**config.mk**
```make
export PLATFORM = sky130hd
export DESIGN_NAME = rpn_stack_evaluator
export DESIGN_NICKNAME = d
export VERILOG_FILES = /design/src/rtl/rpn_pkg.sv /design/src/rtl/rpn_datapath.sv /design/src/rtl/rpn_ctrl.sv /design/src/rtl/rpn_stack_evaluator.sv
export SDC_FILE = /design/constraint.sdc
export NUM_CORES = 2
export LEC_CHECK = 0
export BUFFER_PORTS_ARGS = -buffer_cell sky130_fd_sc_hd__buf_4
export CAP_MARGIN = 20
export CORE_MARGIN = 1
export CORE_UTILIZATION = 40
export CTS_CLUSTER_SIZE = 8
export DETAILED_ROUTE_END_ITERATION = 12
export SYNTH_ARGS = -nofsm -noshare
export SYNTH_HDL_FRONTEND = slang
export SYNTH_SLANG_ARGS = --single-unit
```
**constraint.sdc**
```tcl
create_clock -name i_clk -period 21.9 [get_ports i_clk]
set_clock_uncertainty 0.1 [all_clocks]
set_input_delay 1.095 -clock i_clk [delete_from_list [all_inputs] [get_ports i_clk]]
set_output_delay 1.095 -clock i_clk [all_outputs]
set_load 0.01 [all_outputs]
```
**src/rtl/rpn_pkg.sv**
```systemverilog
// ----------------------------------------------------------------------------
// rpn_pkg: shared types and constants of the postfix stack calculator
// Opcodes, status codes, payload structs and controller/datapath links.
// ----------------------------------------------------------------------------
package rpn_pkg;

    localparam int StackDepth = 16;
    localparam int PtrW       = $clog2(StackDepth);
    localparam int CntW       = $clog2(StackDepth + 1);

    localparam logic [3:0] OpPush  = 4'd0;
    localparam logic [3:0] OpNeg   = 4'd1;
    localparam logic [3:0] OpAdd   = 4'd2;
    localparam logic [3:0] OpSub   = 4'd3;
    localparam logic [3:0] OpMul   = 4'd4;
    localparam logic [3:0] OpDiv   = 4'd5;
    localparam logic [3:0] OpFact  = 4'd6;
    localparam logic [3:0] OpMod   = 4'd7;
    localparam logic [3:0] OpPow   = 4'd8;
    localparam logic [3:0] OpClear = 4'd9;

    localparam logic [1:0] StOk    = 2'd0;
    localparam logic [1:0] StDivErr = 2'd1;
    localparam logic [1:0] StOvf   = 2'd2;

    typedef struct packed {
        logic [3:0]         opcode;
        logic signed [31:0] operand_value;
    } t_in_item;

    typedef struct packed {
        logic signed [31:0] top_value;
        logic [1:0]         status;
    } t_out_item;

    // arithmetic unit selection
    typedef enum logic [2:0] {
        AluNeg, AluAdd, AluSub, AluMul, AluDiv, AluMod, AluPow, AluFact
    } t_alu_op;

    // controller to datapath
    typedef struct packed {
        logic    rd_top;     // read top entry into rhs
        logic    rd_next;    // read entry below top into lhs
        logic    start;      // start arithmetic unit
        t_alu_op alu_op;
        logic    wr_push;    // write operand at count
        logic    wr_res;     // write result at index
        logic    [PtrW-1:0] addr;
    } t_cmd;

    // datapath to controller
    typedef struct packed {
        logic done;
        logic rhs_zero;
    } t_stat;

endpackage

```
**src/rtl/rpn_datapath.sv**
```systemverilog
// ----------------------------------------------------------------------------
// rpn_datapath: stack memory and sequential arithmetic unit
// One memory read port feeds lhs/rhs; shift-add multiply, restoring divide,
// iterated multiply for power (square and multiply) and factorial.
// ----------------------------------------------------------------------------
module rpn_datapath (
    input  logic                 i_clk,
    input  logic                 i_rst_n,
    input  rpn_pkg::t_cmd        i_cmd,
    input  logic signed [31:0]   i_push_value,
    output rpn_pkg::t_stat       o_stat,
    output logic [31:0]          o_rd_data,
    output logic [31:0]          o_result
);

    logic [31:0] r_mem [rpn_pkg::StackDepth];
    logic [31:0] r_rd;
    logic [31:0] r_lhs, r_rhs, n_lhs, n_rhs;
    logic        r_rd_top, r_rd_next;

    // stack memory, registered read
    always_ff @(posedge i_clk) begin
        if (i_cmd.wr_push) r_mem[i_cmd.addr] <= i_push_value;
        else if (i_cmd.wr_res) r_mem[i_cmd.addr] <= o_result;
        r_rd <= r_mem[i_cmd.addr];
    end

    always_ff @(posedge i_clk) begin
        if (!i_rst_n) begin
            r_rd_top  <= 1'b0;
            r_rd_next <= 1'b0;
        end else begin
            r_rd_top  <= i_cmd.rd_top;
            r_rd_next <= i_cmd.rd_next;
        end
    end

    // operand capture
    always_comb begin
        n_lhs = r_lhs;
        n_rhs = r_rhs;
        if (r_rd_top)  n_rhs = r_rd;
        if (r_rd_next) n_lhs = r_rd;
    end

    // arithmetic-unit sequencer state
    typedef enum logic [3:0] {
        S_IDLE, S_MUL, S_DIV, S_POW, S_POW_A, S_POW_S, S_FACT, S_FACT_A, S_FIN
    } t_state;
    t_state      r_state;
    t_state      r_ret;
    logic [31:0] r_acc, r_a, r_b, r_m, r_p, r_e;
    logic [5:0]  r_cnt;
    logic [31:0] r_q, r_rem, r_res;
    logic        r_na, r_nb, r_mod, r_done;
    logic [32:0] w_sub;
    logic [31:0] w_rem_sh;
    logic [31:0] w_prod;
    logic [31:0] w_rem_fin;
    logic [31:0] w_quo_fin;

    assign o_rd_data = r_rd;
    assign o_stat    = '{done: r_done, rhs_zero: (n_rhs == 32'd0)};

    assign w_rem_sh  = {r_rem[30:0], r_q[31]};
    assign w_sub     = {1'b0, w_rem_sh} - {1'b0, r_b};
    assign w_prod    = r_p + (r_b[0] ? r_a : 32'd0);
    assign w_rem_fin = w_sub[32] ? w_rem_sh : w_sub[31:0];
    assign w_quo_fin = {r_q[30:0], ~w_sub[32]};

    always_ff @(posedge i_clk) begin
        if (!i_rst_n) begin
            r_state <= S_IDLE;
            r_done  <= 1'b0;
        end else begin
            r_lhs  <= n_lhs;
            r_rhs  <= n_rhs;
            r_done <= 1'b0;
            unique case (r_state)
                S_IDLE: begin
                    if (i_cmd.start) begin
                        r_cnt <= '0;
                        unique case (i_cmd.alu_op)
                            rpn_pkg::AluNeg: begin
                                r_res <= 32'd0 - r_rhs; r_state <= S_FIN;
                            end
                            rpn_pkg::AluAdd: begin
                                r_res <= r_lhs + r_rhs; r_state <= S_FIN;
                            end
                            rpn_pkg::AluSub: begin
                                r_res <= r_lhs - r_rhs; r_state <= S_FIN;
                            end
                            rpn_pkg::AluMul: begin
                                r_a <= r_lhs; r_b <= r_rhs; r_p <= '0;
                                r_ret <= S_FIN; r_state <= S_MUL;
                            end
                            rpn_pkg::AluDiv, rpn_pkg::AluMod: begin
                                r_na  <= r_lhs[31];
                                r_nb  <= r_rhs[31];
                                r_mod <= (i_cmd.alu_op == rpn_pkg::AluMod);
                                r_q   <= r_lhs[31] ? 32'd0 - r_lhs : r_lhs;
                                r_b   <= r_rhs[31] ? 32'd0 - r_rhs : r_rhs;
                                r_rem <= '0;
                                r_state <= S_DIV;
                            end
                            rpn_pkg::AluPow: begin
                                if (r_rhs[31]) begin
                                    if (r_lhs == 32'd1) r_res <= 32'd1;
                                    else if (r_lhs == 32'hFFFF_FFFF)
                                        r_res <= r_rhs[0] ? 32'hFFFF_FFFF : 32'd1;
                                    else r_res <= 32'd0;
                                    r_state <= S_FIN;
                                end else begin
                                    r_acc <= 32'd1; r_m <= r_lhs; r_e <= r_rhs;
                                    r_state <= S_POW;
                                end
                            end
                            default: begin // factorial
                                if (r_rhs[31] || r_rhs < 32'd2) begin
                                    r_res <= 32'd1; r_state <= S_FIN;
                                end else if (r_rhs >= 32'd34) begin
                                    r_res <= 32'd0; r_state <= S_FIN;
                                end else begin
                                    r_acc <= 32'd1; r_m <= r_rhs; r_state <= S_FACT;
                                end
                            end
                        endcase
                    end
                end
                // shift-add multiply r_a*r_b into r_p, 32 steps, then return
                S_MUL: begin
                    r_p   <= w_prod;
                    r_a   <= r_a << 1;
                    r_b   <= r_b >> 1;
                    r_cnt <= r_cnt + 6'd1;
                    if (r_cnt == 6'd31) begin
                        r_res   <= w_prod;
                        r_state <= r_ret;
                    end
                end
                // restoring divide, one quotient bit a cycle
                S_DIV: begin
                    if (!w_sub[32]) begin
                        r_rem <= w_sub[31:0];
                        r_q   <= {r_q[30:0], 1'b1};
                    end else begin
                        r_rem <= w_rem_sh;
                        r_q   <= {r_q[30:0], 1'b0};
                    end
                    r_cnt <= r_cnt + 6'd1;
                    if (r_cnt == 6'd31) begin
                        if (r_mod)
                            r_res <= r_na ? 32'd0 - w_rem_fin : w_rem_fin;
                        else
                            r_res <= (r_na != r_nb) ? 32'd0 - w_quo_fin : w_quo_fin;
                        r_state <= S_FIN;
                    end
                end
                // power: multiply on a set exponent bit, else square and shift
                S_POW: begin
                    if (r_e == 32'd0) begin
                        r_res <= r_acc; r_state <= S_FIN;
                    end else if (r_e[0]) begin
                        r_a <= r_acc; r_b <= r_m; r_p <= '0; r_cnt <= '0;
                        r_ret <= S_POW_A; r_state <= S_MUL;
                    end else begin
                        r_a <= r_m; r_b <= r_m; r_p <= '0; r_cnt <= '0;
                        r_e <= r_e >> 1; r_ret <= S_POW_S; r_state <= S_MUL;
                    end
                end
                S_POW_A: begin
                    r_acc   <= r_p;
                    r_e     <= {r_e[31:1], 1'b0};
                    r_state <= S_POW;
                end
                S_POW_S: begin
                    r_m     <= r_p;
                    r_state <= S_POW;
                end
                // factorial: acc *= m, counting m down to 1
                S_FACT: begin
                    if (r_m == 32'd1) begin
                        r_res <= r_acc; r_state <= S_FIN;
                    end else begin
                        r_a <= r_acc; r_b <= r_m; r_p <= '0; r_cnt <= '0;
                        r_m <= r_m - 32'd1; r_ret <= S_FACT_A; r_state <= S_MUL;
                    end
                end
                S_FACT_A: begin
                    r_acc   <= r_p;
                    r_state <= S_FACT;
                end
                S_FIN: begin
                    r_done  <= 1'b1;
                    r_state <= S_IDLE;
                end
                default: r_state <= S_IDLE;
            endcase
        end
    end

    assign o_result = r_res;

endmodule

```
**src/rtl/rpn_ctrl.sv**
```systemverilog
// ----------------------------------------------------------------------------
// rpn_ctrl: controller of the postfix stack calculator
// Holds the stack count, decodes items and sequences memory and ALU.
// ----------------------------------------------------------------------------
module rpn_ctrl (
    input  logic                i_clk,
    input  logic                i_rst_n,
    input  logic                i_in_valid,
    output logic                o_in_ready,
    input  logic [3:0]          i_opcode,
    output logic                o_out_valid,
    input  logic                i_out_ready,
    output logic [1:0]          o_status,
    output logic                o_top_zero,
    output logic                o_top_from_res,
    output rpn_pkg::t_cmd       o_cmd,
    input  rpn_pkg::t_stat      i_stat
);

    typedef enum logic [2:0] {
        S_IDLE, S_RD_NEXT, S_WAIT, S_CHECK, S_RUN, S_TOP, S_TOP_WAIT, S_OUT
    } t_state;

    t_state                  r_state;
    logic [rpn_pkg::CntW-1:0] r_cnt;
    logic [3:0]              r_op;
    logic                    r_binary;

    assign o_in_ready = (r_state == S_IDLE) && !o_out_valid;

    always_comb begin
        o_cmd = '0;
        o_cmd.alu_op = rpn_pkg::AluAdd;
        o_cmd.addr = rpn_pkg::PtrW'(r_cnt - rpn_pkg::CntW'(1));
        unique case (r_state)
            S_IDLE: begin
                if (i_in_valid && o_in_ready) begin
                    if (i_opcode == rpn_pkg::OpPush) begin
                        o_cmd.addr = rpn_pkg::PtrW'(r_cnt);
                        o_cmd.wr_push = (r_cnt != rpn_pkg::CntW'(rpn_pkg::StackDepth));
                    end else begin
                        o_cmd.rd_top = 1'b1;
                    end
                end
            end
            S_RD_NEXT: begin
                o_cmd.addr = rpn_pkg::PtrW'(r_cnt - rpn_pkg::CntW'(2));
                o_cmd.rd_next = 1'b1;
            end
            S_CHECK: begin
                // no start when a zero divisor clears the stack
                o_cmd.start = !((r_op == rpn_pkg::OpDiv || r_op == rpn_pkg::OpMod)
                                && i_stat.rhs_zero);
                case (r_op)
                    rpn_pkg::OpNeg:  o_cmd.alu_op = rpn_pkg::AluNeg;
                    rpn_pkg::OpSub:  o_cmd.alu_op = rpn_pkg::AluSub;
                    rpn_pkg::OpMul:  o_cmd.alu_op = rpn_pkg::AluMul;
                    rpn_pkg::OpDiv:  o_cmd.alu_op = rpn_pkg::AluDiv;
                    rpn_pkg::OpMod:  o_cmd.alu_op = rpn_pkg::AluMod;
                    rpn_pkg::OpPow:  o_cmd.alu_op = rpn_pkg::AluPow;
                    rpn_pkg::OpFact: o_cmd.alu_op = rpn_pkg::AluFact;
                    default:         o_cmd.alu_op = rpn_pkg::AluAdd;
                endcase
            end
            S_RUN: begin
                if (i_stat.done) begin
                    o_cmd.wr_res = 1'b1;
                    if (r_binary) o_cmd.addr = rpn_pkg::PtrW'(r_cnt - rpn_pkg::CntW'(2));
                end
            end
            S_TOP: o_cmd.rd_top = (r_cnt != '0);
            default: ;
        endcase
    end

    always_ff @(posedge i_clk) begin
        if (!i_rst_n) begin
            r_state <= S_IDLE;
            r_cnt <= '0;
            o_out_valid <= 1'b0;
            o_status <= rpn_pkg::StOk;
            o_top_zero <= 1'b1;
            o_top_from_res <= 1'b0;
            r_op <= '0;
            r_binary <= 1'b0;
        end else begin
            if (o_out_valid && i_out_ready) o_out_valid <= 1'b0;
            unique case (r_state)
                S_IDLE: begin
                    if (i_in_valid && o_in_ready) begin
                        r_op <= i_opcode;
                        r_binary <= (i_opcode != rpn_pkg::OpNeg)
                                 && (i_opcode != rpn_pkg::OpFact);
                        o_status <= rpn_pkg::StOk;
                        case (i_opcode)
                            rpn_pkg::OpPush: begin
                                if (r_cnt == rpn_pkg::CntW'(rpn_pkg::StackDepth)) begin
                                    o_status <= rpn_pkg::StOvf;
                                    r_state <= S_TOP;
                                end else begin
                                    // read back the new top after the write
                                    r_cnt <= r_cnt + rpn_pkg::CntW'(1);
                                    r_state <= S_TOP;
                                end
                            end
                            rpn_pkg::OpNeg, rpn_pkg::OpFact: begin
                                r_state <= (r_cnt != '0) ? S_WAIT : S_TOP;
                            end
                            rpn_pkg::OpAdd, rpn_pkg::OpSub, rpn_pkg::OpMul,
                            rpn_pkg::OpMod, rpn_pkg::OpPow: begin
                                r_state <= (r_cnt >= rpn_pkg::CntW'(2)) ? S_RD_NEXT : S_TOP;
                            end
                            rpn_pkg::OpDiv: begin
                                if (r_cnt >= rpn_pkg::CntW'(2)) r_state <= S_RD_NEXT;
                                else begin
                                    r_cnt <= '0;
                                    o_status <= rpn_pkg::StDivErr;
                                    r_state <= S_TOP;
                                end
                            end
                            rpn_pkg::OpClear: begin
                                r_cnt <= '0;
                                r_state <= S_TOP;
                            end
                            default: r_state <= S_TOP;
                        endcase
                    end
                end
                S_RD_NEXT: r_state <= S_WAIT;
                S_WAIT: r_state <= S_CHECK;
                S_CHECK: begin
                    if ((r_op == rpn_pkg::OpDiv || r_op == rpn_pkg::OpMod)
                        && i_stat.rhs_zero) begin
                        r_cnt <= '0;
                        o_status <= rpn_pkg::StDivErr;
                        r_state <= S_TOP;
                    end else begin
                        r_state <= S_RUN;
                    end
                end
                S_RUN: begin
                    if (i_stat.done) begin
                        if (r_binary) r_cnt <= r_cnt - rpn_pkg::CntW'(1);
                        o_top_zero <= 1'b0;
                        o_top_from_res <= 1'b1;
                        o_out_valid <= 1'b1;
                        r_state <= S_OUT;
                    end
                end
                S_TOP: r_state <= S_TOP_WAIT;
                S_TOP_WAIT: begin
                    o_top_zero <= (r_cnt == '0);
                    o_top_from_res <= 1'b0;
                    o_out_valid <= 1'b1;
                    r_state <= S_OUT;
                end
                default: r_state <= S_IDLE;
            endcase
        end
    end

endmodule

```
**src/rtl/rpn_stack_evaluator.sv**
```systemverilog
// ----------------------------------------------------------------------------
// rpn_stack_evaluator: postfix stack calculator, 32-bit signed integers
// ----------------------------------------------------------------------------
// Input channel (i_in_valid/o_in_ready, i_in_item) takes one item: opcode
// and operand. Output channel (o_out_valid/i_out_ready, o_out_item) returns
// one item per input item: the stack top after the step (0 when empty)
// and a status code.
// One item is worked at a time. Push, clear and operators without enough
// operands only read back the stack top; neg, add and sub are computed directly;
// mul, div and mod use the one-bit-a-cycle shift-add multiplier and
// restoring divider. Power iterates the shared multiplier per exponent bit,
// factorial per factor.
// The stack is a 16-entry memory with one registered read port.
// Reset empties the stack; contents need no clearing. While the receiver
// stalls the result is held and no new item is taken.
// ----------------------------------------------------------------------------
module rpn_stack_evaluator (
    input  logic                 i_clk,
    input  logic                 i_rst_n,
    input  logic                 i_in_valid,
    output logic                 o_in_ready,
    input  rpn_pkg::t_in_item    i_in_item,
    output logic                 o_out_valid,
    input  logic                 i_out_ready,
    output rpn_pkg::t_out_item   o_out_item
);

    rpn_pkg::t_cmd  w_cmd;
    rpn_pkg::t_stat w_stat;
    logic [31:0]    w_rd, w_res;
    logic           w_top_zero, w_from_res;
    logic [1:0]     w_status;

    rpn_ctrl u_ctrl (
        .i_clk          (i_clk),
        .i_rst_n        (i_rst_n),
        .i_in_valid     (i_in_valid),
        .o_in_ready     (o_in_ready),
        .i_opcode       (i_in_item.opcode),
        .o_out_valid    (o_out_valid),
        .i_out_ready    (i_out_ready),
        .o_status       (w_status),
        .o_top_zero     (w_top_zero),
        .o_top_from_res (w_from_res),
        .o_cmd          (w_cmd),
        .i_stat         (w_stat)
    );

    rpn_datapath u_dp (
        .i_clk        (i_clk),
        .i_rst_n      (i_rst_n),
        .i_cmd        (w_cmd),
        .i_push_value (i_in_item.operand_value),
        .o_stat       (w_stat),
        .o_rd_data    (w_rd),
        .o_result     (w_res)
    );

    // result top: zero, ALU result or last read of the top entry
    logic [31:0] r_top;
    always_ff @(posedge i_clk) begin
        if (!o_out_valid) r_top <= w_rd;
    end

    assign o_out_item.top_value = w_top_zero ? 32'sd0 : (w_from_res ? w_res : r_top);
    assign o_out_item.status    = w_status;

endmodule

```
==> impl_metrics.py <==
metrics = {
    "timing": {
        "period_needed_ns": 6.86,
        "setup_tns_ns": 0,
        "slew_headroom_pct": 25.4,
        "finalHoldViolations": 0,
        "slew_viol_final": 0,
        "tightestPinTransition_ns": 1.12,
        "fmax_ghz": 0.146,
        "fin_crit_sh_pct": 31.3,
        "rsz0062_at_grt": "no",
        "setup_violations": 0,
    },
    "synth": {
        "synth_area_um2": 51000,
        "syn_avg_cell_area_um2": 10.6,
        "synthDistinctLibCells": 92,
        "synth_top_area_cell": "edfxtp_1",
        "synth.top_cell.area_share_pct": 53.5,
        "ys_seq_area_share_pct": 55.7,
        "synth_seq_cells": 964,
        "yosys-top-cells-area": "edfxtp_1, nand2_1, ha_1, xnor2_1, nor2_1",
        "synth_edf_count": 907,
        "synthFlopType": "edfxtp_1",
        "syn_nets": 4960,
        "synthArstFlopShare_pct": 0,
        "synthCells": 4805,
        "ys_warn_count": 0,
    },
    "setup_path": {
        "arrival_ns": 7.19,
        "critical-path-top-delay-family": "compound AO/OA/AOI/OAI gates",
        "end_kind": "register",
        "worstPathCellList": "inv_1, ha_1, inv_1, fa_1, a211oi_2, nor4_2, o31ai_1, a21oi_1, or2_4, inv_2, mux2i_1, ha_1, nand3_1, nor4_1, mux2i_1, a2111oi_0, nand4_1, o21ai_0, xnor2_1, o221ai_1",
        "critPathKind": "reg -> reg",
        "r2r_cells": 20,
        "critPathSlowestCell": "inv_2",
        "cp_num_buf_inv": 3,
        "cp.depth": 20,
        "critPathMaxFanout": 51,
        "critPathRequiredTime_ns": 22.22,
        "reg2reg_setup_slack_ns": 15.04,
        "r2r-start": "u_dp.r_q[31]",
        "r2r-end": "u_dp.o_result[26]",
        "max_stage_delay_ns": 0.69,
        "crit_path_start": "u_dp.r_q[31]",
        "start_kind": "register",
    },
    "clock_network": {
        "root_buffer": "clkbuf_16",
        "cts_tree": "yes",
        "clock_path_buffers": 3,
        "cts_made_buffers": 139,
        "insertion_delay_ns": 0.75,
        "path_clk_slew_ns": 0.06,
        "clock_sinks": 964,
        "ctsResizeCount": 0,
        "cts_hold_buf": 0,
        "htree_levels": 4,
        "post_cts_buffers": 0,
    },
    "route": {
        "dr.pass1.iters": 6,
        "wl_per_cell_um": 25.2,
        "drtAntennaViolNets": 0,
        "vias": 39100,
        "drcViolationCount": 0,
        "drt_wl_total_mm": 165,
        "vias_per_cell": 5.98,
        "drt_iter0_drc": 4643,
    },
    "pwr": {
        "power_density_nw_per_um2": 103,
        "ir_worst_vdd_mv": 0.112,
        "p_leak_nw": 20.3,
    },
    "floorplanning": {
        "start_util_pct": 40.4,
        "die_x_um": 359,
        "core_area_um2": 126000,
        "dieArea_um2": 129000,
        "die_h_um": 359,
        "ios": 76,
        "rows": 130,
    },
    "placement": {
        "placed_cells": 6302,
        "hpwl_mm": 111,
        "port_buffers": 75,
        "gp_congestion": 0.964,
    },
    "finish": {
        "drive_above_1_share_pct": 9.46,
        "area_growth_pct": 12.8,
        "final_cell_mix": "edfxtp_1, nand2_1, nor2_1, a21oi_1, o21ai_0",
        "diodes": 0,
        "multi_input_comb_area_um2": 21300,
        "seq_area_um2": 28400,
        "final_common_cell": "edfxtp_1",
        "fin_nets": 4949,
        "fin_cells": 6534,
        "filler_cell_count": 11600,
    },
    "hold_path": {
        "min_path_type": "reg -> reg",
        "hold_start": "u_dp.o_rd_data[29]",
        "holdPathEnd": "r_top[29]",
        "holdPathStages": 0,
    },
    "job": {
        "drv_cap": 0,
    },
    "grt": {
        "grt-ovfl-total": 0,
        "grt_first_pass_wirelength_mm": 244,
        "grt_usage_pct": 25.0,
        "antenna_found_initial": 5,
        "grt_pass1_vias": 37200,
        "grt_max_degree": 163,
    },
    "outcome": {
        "status": "finished clean",
    },
}
[kinds of logic (layout without fill, tap and decap cells)]
kind of cell,Yosys count,count (layout),synth area share [%]
AO/OA/AOI/OAI,1081,1081,14.1
XOR/XNOR,279,279,4.80
adder cells (fa/ha/maj),115,115,2.87
buffers and inverters,404,483,3.05
flip-flops,964,964,55.7
multiplexers,156,156,3.22
AND/OR/NAND/NOR,1806,1806,16.3
[sequential cells by signal, indices dropped and copies added, names as in the netlist, 2 cells and up]
| register | cells |
|---|---|
| r_top | 32 |
| u_ctrl.r_state | 3 |
| u_ctrl.r_op | 4 |
| u_dp.r_cnt | 6 |
| u_dp.r_b | 32 |
| u_ctrl.r_cnt | 5 |
| u_dp.o_result | 32 |
| u_dp.r_state | 4 |
| u_dp.r_m | 32 |
| u_dp.r_rem | 31 |
| u_dp.r_ret | 4 |
| u_dp.r_mem | 512 |
| u_dp.r_rhs | 32 |
| u_dp.r_a | 32 |
| u_dp.r_p | 32 |
| u_dp.o_rd_data | 32 |
| u_dp.r_acc | 32 |
| u_dp.r_q | 32 |
| u_dp.r_e | 31 |
| u_ctrl.o_status | 2 |
| u_dp.r_lhs | 32 |
[worst max-delay path by stage]
stage	slack, ns	endpoint
after detailed placement	15.29	u_dp.o_result[22]
after global placement	15.34	u_dp.o_result[26]
after CTS	15.15	u_dp.o_result[26]
after global routing	14.66	u_dp.o_result[26]
final	15.04	u_dp.o_result[26]
after floorplan	14.78	u_dp.r_e[10]
[cell usage after synthesis (17+ instances only)]
cell      number
edfxtp_1     907
nand2_1      870
nor2_1       332
clkbuf_1     257
a21oi_1      241
o21ai_0      217
and3_1       152
xnor2_1      150
xor2_1       129
ha_1         112
a31oi_1      109
inv_1         94
mux2i_1       93
and2_1        88
nor3_1        77
a311oi_1      65
mux2_2        63
a211oi_1      58
dfxtp_1       57
a21o_1        50
a22oi_1       43
nand3_1       43
nor4_1        39
o221ai_1      37
nand2b_1      35
or3_1         34
o31ai_1       30
a22o_1        29
buf_1         29
nand4_1       28
o211ai_1      28
a221oi_1      24
nor2b_1       21
or4_1         21
buf_2         19
o21a_1        19
o21bai_1      17
[cell type report]
cell class	instances	share of cell area, %
multi-input cells	3437	37.1
well taps	1650	3.59
repair buffers	156	2.07
flip-flops and latches	964	49.4
inverters	96	0.627
clock inverters	13	0.455
clock buffers	218	6.73
[per-layer routing]
metal | vias to the layer above | global-route usage, % | routed length, um
met4 | 4 | 8.85 | 5470
met3 | 294 | 4.79 | 14200
met5 | - | 0 | 28
met1 | 19300 | 34.8 | 70900
met2 | 1703 | 38.8 | 74100
li1 | 17800 | - | -
[through the flow]
stage | hold slack [ns] | power [mW] | cell area, um2 | worst slack [ns] | util [%]
final | 0.380 | 5.94 | 57500 | 15.04 | 45.6
after global routing | 0.391 | 6.20 | 57500 | 14.66 | 45.6
after CTS | 0.378 | 5.95 | 57400 | 15.15 | 45.6
after detailed placement | 0.363 | 3.91 | 53300 | 15.29 | 42.3
after global placement | 0.364 | 3.90 | 53300 | 15.34 | 42.3
after floorplan | 0.320 | 3.38 | 51000 | 14.78 | -
[power breakdown]
group	internal [mW]	switching (mW)
combinational	0.555	1.01
sequential	2.17	0.157
clock	1.21	0.828
(Power assumes the default switching activity.)
